## config.mk

```make
export PLATFORM = sky130hd
export DESIGN_NAME = sndag_ctrl
export DESIGN_NICKNAME = d
export VERILOG_FILES = /design/src/hdl/sndag_pkg.sv /design/src/hdl/sndag_ctrl.sv
export SDC_FILE = /design/constraint.sdc
export NUM_CORES = 1
export LEC_CHECK = 0
export BUFFER_PORTS_ARGS = -buffer_cell sky130_fd_sc_hd__buf_2
export CAP_MARGIN = 25
export CORE_AREA = 2 2 39 41
export DETAILED_ROUTE_END_ITERATION = 8
export DIE_AREA = 0 0 41 43
export SYNTH_ARGS = -nofsm -noshare
export SYNTH_HDL_FRONTEND = slang
export SYNTH_SLANG_ARGS = --single-unit
```

## constraint.sdc

```tcl
create_clock -name clk_i -period 5.07 [get_ports clk_i]
set_clock_uncertainty 0.2 [all_clocks]
set_input_delay 1.2675 -clock clk_i [delete_from_list [all_inputs] [get_ports clk_i]]
set_output_delay 1.2675 -clock clk_i [all_outputs]
set_load 0.02 [all_outputs]
```

## src/hdl/sndag_pkg.sv

```systemverilog
`timescale 1ns / 1ps
package sndag_pkg;
  localparam int AddrW = 48;
  localparam int StrideW = 32;
  localparam int ShapeW = 44;
  localparam int TargetW = 13;
  localparam int NSlot = 4;
  localparam int CfgIdxW = 3;
  localparam int CfgDataW = 48;

  localparam logic [1:0] ActReset = 2'd0;
  localparam logic [1:0] ActNext  = 2'd1;
  localparam logic [1:0] ActGoto  = 2'd2;
  localparam logic [1:0] ActUndef = 2'd3;

  localparam logic [CfgIdxW-1:0] RegDim0 = 3'd0;
  localparam logic [CfgIdxW-1:0] RegDim1 = 3'd1;
  localparam logic [CfgIdxW-1:0] RegDim2 = 3'd2;
  localparam logic [CfgIdxW-1:0] RegDim3 = 3'd3;
  localparam logic [CfgIdxW-1:0] RegBase = 3'd4;
  localparam logic [CfgIdxW-1:0] RegLast = 3'd5;
  localparam logic [CfgIdxW-1:0] RegCont = 3'd6;
  localparam logic [CfgIdxW-1:0] RegElem = 3'd7;

  // Datapath commands issued by the controller.
  typedef enum logic [2:0] {
    CmdNone, CmdOrigin, CmdNext, CmdGotoInit, CmdGotoMul, CmdGotoAcc
  } cmd_e;

  typedef struct packed {
    cmd_e       cmd;
    logic [1:0] dim;   // dimension worked on in goto steps
  } ctrl_t;

  typedef struct packed {
    logic [1:0] nd_m1; // dimensions in use minus one
  } stat_t;
endpackage

```

## src/hdl/sndag_ctrl.sv

```systemverilog
`timescale 1ns / 1ps
module sndag_ctrl
  import sndag_pkg::*;
(
  input  logic       clk_i,
  input  logic       rst_ni,
  input  logic       in_valid_i,
  input  logic [1:0] action_i,
  input  logic       out_stall_i,
  input  stat_t      stat_i,
  output logic       in_stall_o,
  output logic       out_valid_o,
  output ctrl_t      ctrl_o
);
  localparam logic [1:0] StIdle = 2'd0;
  localparam logic [1:0] StMul  = 2'd1;
  localparam logic [1:0] StAcc  = 2'd2;

  logic [1:0] state_q, state_d;
  logic [1:0] dim_q, dim_d;
  logic       ovld_q, ovld_d;
  logic       take;

  // Output register is freed when taken; input accepted only when idle.
  assign in_stall_o  = (state_q != StIdle) || (ovld_q && out_stall_i);
  assign take        = in_valid_i && !in_stall_o;
  assign out_valid_o = ovld_q;

  always_comb begin
    state_d = state_q;
    dim_d = dim_q;
    ovld_d = ovld_q && out_stall_i;
    ctrl_o.cmd = CmdNone;
    ctrl_o.dim = dim_q;
    unique case (state_q)
      StIdle: begin
        if (take) begin
          if (action_i == ActReset) begin
            ctrl_o.cmd = CmdOrigin;
            ovld_d = 1'b1;
          end else if (action_i == ActNext) begin
            ctrl_o.cmd = CmdNext;
            ovld_d = 1'b1;
          end else if (action_i == ActGoto) begin
            ctrl_o.cmd = CmdGotoInit;
            dim_d = stat_i.nd_m1;
            state_d = StMul;
          end else begin
            ovld_d = 1'b1;
          end
        end
      end
      StMul: begin
        ctrl_o.cmd = CmdGotoMul;
        state_d = StAcc;
      end
      StAcc: begin
        ctrl_o.cmd = CmdGotoAcc;
        if (dim_q == 2'd0) begin
          state_d = StIdle;
          ovld_d = 1'b1;
        end else begin
          dim_d = dim_q - 2'd1;
          state_d = StMul;
        end
      end
      default: state_d = StIdle;
    endcase
  end

  always_ff @(posedge clk_i or negedge rst_ni) begin
    if (!rst_ni) begin
      state_q <= StIdle;
      dim_q <= '0;
      ovld_q <= 1'b0;
    end else begin
      state_q <= state_d;
      dim_q <= dim_d;
      ovld_q <= ovld_d;
    end
  end

`ifndef SYNTHESIS
  a_busy_stall: assert property (@(posedge clk_i) disable iff (!rst_ni)
    (state_q != StIdle) |-> in_stall_o) else $error("accept while busy");
  a_no_out_busy: assert property (@(posedge clk_i) disable iff (!rst_ni)
    (state_q == StMul) |-> !ovld_q) else $error("result during goto");
  a_mul_acc: assert property (@(posedge clk_i) disable iff (!rst_ni)
    (state_q == StMul) |=> (state_q == StAcc)) else $error("bad goto seq");
`endif
endmodule

```

==> results of run 1 <==
state kept, by name, indices dropped and copies added, names as in the netlist:
name and count:
dim_q 2, state_q 2, out_valid_o 1
power groups by stage:
| stage | logic, uW | registers [uW] | clock network, uW |
|---|---|---|---|
| finish | 198 | 73.3 | 43.6 |
| detailed placement | 202 | 74.0 | 0 |
| CTS | 202 | 73.4 | 46.3 |
| floorplan | 137 | 87.8 | 0 |
| global placement | 200 | 73.8 | 0 |
| global route | 221 | 75.8 | 49.3 |
metal layers:
metal	wire (um)	GRT usage	vias up
met5	0	0	-
met4	0	0.0800	0
met2	363	0.144	11
met1	321	0.122	157
met3	43	0.0471	0
li1	-	-	184
worst register-to-register path, stage by stage (launching register included):
cell and delay (ps):
dfrtp_1 430, inv_1 110, ha_1 330, nand4_2 190, nand2_1 130, mux2_1 320
cell families after synthesis:
logic type               after synthesis  synth area share
multiplexers                           6             0.142
adder cells (fa/ha/maj)                8             0.232
flip-flops                             5             0.290
AO/OA/AOI/OAI                          4            0.0783
AND/OR/NAND/NOR                       12             0.168
buffers and inverters                 10            0.0898
worst min path at each step:
stage / slack, ps / to / depth (start not counted)
after floorplan: 350 / state_q[0]$_DFFE_PN0P_ / 1
after global placement: 340 / dim_q[1]$_DFFE_PN0P_ / 2
after detailed placement: 350 / dim_q[1]$_DFFE_PN0P_ / 2
after CTS: 360 / dim_q[1]$_DFFE_PN0P_ / 2
after global routing: 380 / dim_q[1]$_DFFE_PN0P_ / 2
final: 350 / dim_q[1]$_DFFE_PN0P_ / 2
cell usage in the layout (no fill, tap or decap), drive strengths merged:
| cell | instances |
|---|---|
| a311o | 1 |
| o211ai | 1 |
| clkbuf | 4 |
| inv | 8 |
| buf | 14 |
| nand3 | 1 |
| dfrtp | 5 |
| a21oi | 1 |
| ha | 8 |
| nand2 | 5 |
| nand4 | 1 |
| nor2 | 2 |
| o31ai | 1 |
| mux2 | 1 |
| nor3b | 2 |
| mux2i | 5 |
| nor4b | 1 |
stage by stage:
step,instance area (um2),worst slack (ps)
finish,539,1520
floorplan,432,1510
CTS,539,1510
detailed placement,513,1510
global route,539,1450
global placement,513,1540
area by class of cell:
class,instances,area (um2)
Inverter,8,30.0
Multi-Input combinational cell,30,268
Sequential cell,5,125
Fill cell,144,845
Clock buffer,4,26.3
Timing Repair Buffer,14,70.1
Tap cell,16,20.0
==> results.sh, run 1 <==
export IMPL_cp_startpoint="action_i[0]"
export IMPL_swShare=0.470
export IMPL_cts_resized_gates=0
export IMPL_period_minus_slack_ps=3550
export IMPL_ir_worst_vdd_mv=0.245
export IMPL_status="complete, no violations"
export IMPL_core_area_um2=1380
export IMPL_synth_edf_count=0
export IMPL_drc=0
export IMPL_syn_cell_area_um2=432
export IMPL_cts_tree="yes"
export IMPL_row_count=14
export IMPL_hold_viol_final=0
export IMPL_wl_um=729
export IMPL_reg2reg_depth=5
export IMPL_initial_core_util=0.312
export IMPL_grt_pass1_wl_um=1190
export IMPL_grt_pass1_vias=320
export IMPL_cts_sinks=5
export IMPL_dp_hpwl_um=656
export IMPL_synth_async_reset_ratio=1.00
export IMPL_endpoint="ctrl_o[2]"
export IMPL_yosysWarnings=0
export IMPL_cts_root_buffer="clkbuf_4"
export IMPL_yosysTopAreaCell="dfrtp_1"
export IMPL_hp_start="dim_q[1]$_DFFE_PN0P_"
export IMPL_max_slew_margin=0.803
export IMPL_p_comb_frac=0.629
export IMPL_p_sw_uw=148
export IMPL_whs_ps=348
export IMPL_power_total_uw=315
export IMPL_slowest_stage="buf_2"
export IMPL_wire_per_inst_um=9.47
export IMPL_fin_util=0.390
export IMPL_yosys_area_top_type_share=0.290
export IMPL_p_leak_uw=0.000293
export IMPL_clock_latency_ps=230
export IMPL_syn_avg_cell_area_um2=9.59
export IMPL_crit_top_cell="buf_2"
export IMPL_post_cts_setup_buffer_count=0
export IMPL_synth_common_cells="ha_1 (8), inv_1 (8), dfrtp_1 (5), mux2i_1 (5), nand2_1 (5)"
export IMPL_port_buffers=14
export IMPL_worstPathArrival_ps=2080
export IMPL_ys_top_cells_by_area="dfrtp_1 (29%), ha_1 (23%), mux2i_1 (12%)"
export IMPL_avgViaCountPerCell=4.57
export IMPL_ys_seq_area_frac=0.290
export IMPL_gp_congestion=0.690
export IMPL_final_cells=77
export IMPL_max_cap_violations=0
export IMPL_clock_path_buffers=2
export IMPL_start_kind="input port"
export IMPL_fin_tns_setup_ps=0
export IMPL_ys_ff_latch=5
export IMPL_fmaxAchievable_mhz=282
export IMPL_io_pins=15
export IMPL_tightest_slew_ps=295
export IMPL_synth_cell_types=18
export IMPL_cts_buffers=3
export IMPL_vias=352
export IMPL_ctsHoldBuffers=0
export IMPL_clkPwrFrac=0.138
export IMPL_holdCritPathClass="flop to flop"
export IMPL_rsz0062_at_grt="no"
export IMPL_dieArea_um2=1760
export IMPL_path_buf_inv=3
export IMPL_post_route_period_util=0.700
export IMPL_endpoint_kind="output pin"
export IMPL_rrSetupSlack_ps=3250
export IMPL_drive_above_1_share=0.328
export IMPL_clk_pin_slew_ps=40
export IMPL_pwr_share_seq=0.233
export IMPL_slowest_delay_ps=200
export IMPL_first_pass_iters=4
export IMPL_die_h_um=43
export IMPL_synth_fp_nets=61
export IMPL_power_density_nw_per_um2=584
export IMPL_grt_overflow_total=0
export IMPL_syn_inst=45
export IMPL_drtIter0Drc=5
export IMPL_antenna_found_initial=0
export IMPL_critPathTopFamily="buffers and inverters"
export IMPL_slew_viol_final=0
export IMPL_n_antenna_cell=0
export IMPL_p_int_uw=167
export IMPL_dp_cells=73
export IMPL_cp_required_ps=3600
export IMPL_grt_max_degree=9
export IMPL_grt_usage=0.105
export IMPL_path_class="input port to output pin"
export IMPL_nets=78
export IMPL_die_width_um=41
export IMPL_cp_cell_sequence="buf_2 -> inv_1 -> ha_1 -> nor2_1 -> o31ai_1 -> buf_2"
export IMPL_ant_nets=0
export IMPL_reg2reg_from="state_q[1]$_DFFE_PN0P_"
export IMPL_area_growth_pct=24.9
export IMPL_htreeDepth=1
export IMPL_r2r_end="state_q[1]$_DFFE_PN0P_"
export IMPL_cp_num_cells=6
export IMPL_synthFlopType="dfrtp_1"
export IMPL_finalSetupViolCount=0
export IMPL_cp_max_fo=2
(Power assumes the default switching activity.)
==> run 2, diff against run 1 <==
- ABC_AREA: default -> 1
- clock period: 5.07 -> 3 ns (I/O delays scaled with it)
==> results.sh, run 2 <==
export IMPL_avgViaCountPerCell=4.56
export IMPL_row_count=14
export IMPL_final_common_cell="nand2_1"
export IMPL_clkPwrFrac=0.133
export IMPL_wl_um=885
export IMPL_ys_top_cells_by_area="dfrtp_1 (25%), ha_1 (20%), nand2_1 (13%)"
export IMPL_area_growth_pct=21.4
export IMPL_rsz0062_at_grt="no"
export IMPL_cp_max_fo=8
export IMPL_synth_fp_nets=81
export IMPL_vias=447
export IMPL_ys_ff_latch=5
export IMPL_final_cell_mix="nand2_1 (17), buf_2 (14), inv_1 (10)"
export IMPL_synth_edf_count=0
export IMPL_status="complete, no violations"
export IMPL_cp_required_ps=2050
export IMPL_worstPathArrival_ps=1660
export IMPL_drive_above_1_share=0.317
export IMPL_drtIter0Drc=4
export IMPL_yosys_area_share_xor_xnor=0
export IMPL_swShare=0.519
export IMPL_synth_top_family_by_area="simple AND/OR/NAND/NOR gates"
export IMPL_max_slew_margin=0.763
export IMPL_syn_avg_cell_area_um2=7.56
export IMPL_yosys_area_top_type_share=0.254
export IMPL_port_buffers=14
export IMPL_path_class="flop to output pin"
export IMPL_clk_pin_slew_ps=40
export IMPL_ctsHoldBuffers=0
export IMPL_antenna_found_initial=0
export IMPL_die_width_um=41
export IMPL_syn_inst=65
export IMPL_synth_cell_types=21
export IMPL_max_cap_violations=0
export IMPL_yosys_area_share_simple=0.313
export IMPL_slowest_stage="dfrtp_1"
export IMPL_post_route_period_util=0.871
export IMPL_grt_pass1_vias=401
export IMPL_cts_resized_gates=0
export IMPL_ant_nets=0
export IMPL_cp_cell_sequence="inv_1 -> ha_1 -> nand3_4 -> inv_2 -> nand2_1 -> nor2_1 -> buf_2"
export IMPL_synthAdderAreaFrac=0.204
export IMPL_holdCritPathClass="input port to asynchronous set/reset pin"
export IMPL_pwr_share_seq=0.228
export IMPL_start_kind="flop"
export IMPL_synth_common_cells="nand2_1 (17), inv_1 (10), ha_1 (8)"
export IMPL_first_pass_iters=3
export IMPL_endpoint_kind="output pin"
export IMPL_p_leak_uw=0.000349
export IMPL_clock_latency_ps=250
export IMPL_clock_path_buffers=2
export IMPL_tightest_slew_ps=356
export IMPL_wire_per_inst_um=9.03
export IMPL_p_sw_uw=308
export IMPL_io_pins=15
export IMPL_slew_viol_final=0
export IMPL_yosysTopAreaCell="dfrtp_1"
export IMPL_syn_cell_area_um2=492
export IMPL_period_minus_slack_ps=2610
export IMPL_dp_hpwl_um=753
export IMPL_synthFlopType="dfrtp_1"
export IMPL_drc=0
export IMPL_slowest_delay_ps=410
export IMPL_post_cts_setup_buffer_count=0
export IMPL_grt_max_degree=9
export IMPL_ir_worst_vdd_mv=0.428
export IMPL_initial_core_util=0.355
export IMPL_grt_overflow_total=0
export IMPL_grt_usage=0.130
export IMPL_power_density_nw_per_um2=997
export IMPL_cts_sinks=5
export IMPL_core_area_um2=1380
export IMPL_yosysWarnings=0
export IMPL_fin_tns_setup_ps=0
export IMPL_die_h_um=43
export IMPL_fmaxAchievable_mhz=382
export IMPL_dieArea_um2=1760
export IMPL_htreeDepth=1
export IMPL_synth_compound_area_frac=0.107
export IMPL_fin_util=0.431
export IMPL_gp_congestion=0.778
export IMPL_synth_mux_area_frac=0
export IMPL_synth_most_common_cell="nand2_1"
export IMPL_hold_viol_final=0
export IMPL_p_comb_frac=0.640
export IMPL_cts_root_buffer="clkbuf_4"
export IMPL_finalSetupViolCount=0
export IMPL_ys_seq_area_frac=0.254
export IMPL_n_antenna_cell=0
export IMPL_synth_async_reset_ratio=1.00
export IMPL_p_int_uw=286
export IMPL_nets=99
export IMPL_grt_pass1_wl_um=1510
export IMPL_cts_tree="yes"
export IMPL_cts_buffers=3
export IMPL_nFillCells=152
## run 2: cell count changes after synthesis, moves of 3 or more
| cell | before | now |
|---|---|---|
| nand3_1 | 1 | 4 |
| inv_2 | 0 | 3 |
| mux2i_1 | 5 | 0 |
| o21ai_0 | 0 | 3 |
| nand2_1 | 5 | 17 |
## run 2: worst max-delay path, delay by kind of cell, from the launching register on
kind / cells / cell delay (ps)
buf+inv: 3 / 370
simple gates: 3 / 260
flops: 1 / 410
fa+ha+maj: 1 / 380
## run 2: logic make-up after synthesis
| logic type | count (synthesis) |
|---|---|
| compound gates | 9 |
| fa+ha+maj | 8 |
| buf+inv | 14 |
| flops | 5 |
| simple gates | 29 |
## run 2: path summary, 6_finish.rpt
kind,startpoint,end,slack [ps],depth (start not counted)
min reg2reg,dim_q[1]$_DFFE_PN0P_,dim_q[1]$_DFFE_PN0P_,330,2
max,state_q[1]$_DFFE_PN0P_,ctrl_o[3],390,7
min in group clk_i,dim_q[1]$_DFFE_PN0P_,dim_q[1]$_DFFE_PN0P_,330,2
max reg2reg,state_q[1]$_DFFE_PN0P_,state_q[1]$_DFFE_PN0P_,1270,6
min,rst_ni,dim_q[1]$_DFFE_PN0P_,110,1
max in group asynchronous,rst_ni,state_q[0]$_DFFE_PN0P_,2370,1
## run 2: final cells by class
cell class | instances | area, um2 | area share
Sequential cell | 5 | 125 | 0.210
Clock buffer | 4 | 26.3 | 0.0440
Multi-Input combinational cell | 46 | 307 | 0.514
Timing Repair Buffer | 14 | 70.1 | 0.117
Inverter | 13 | 48.8 | 0.0818
Tap cell | 16 | 20.0 | 0.0335
## run 2: metrics by stage
stage                     hold WS [ps]  power (uW)  area [um2]  worst slack (ps)  instances
after floorplan                    254         444         492               613         65
after global placement             292         514         571               532         94
after detailed placement           318         522         571               527         94
after CTS                          106         602         597               370         98
after global routing               108         661         597               238         98
final                              106         595         597               386         98
## run 2: metal layers
metal	vias up	GRT usage	routed length, um
li1	238	-	-
met1	193	0.157	399
met2	11	0.188	409
met3	5	0	26
met4	0	0.140	50
met5	-	0	0
## run 2: power groups by stage
stage	clock [uW]	combinational, uW	sequential [uW]
after detailed placement	0	385	137
after floorplan	0	291	152
after global placement	0	380	134
after CTS	81.3	385	136
after global routing	84.8	436	140
final	78.8	381	136
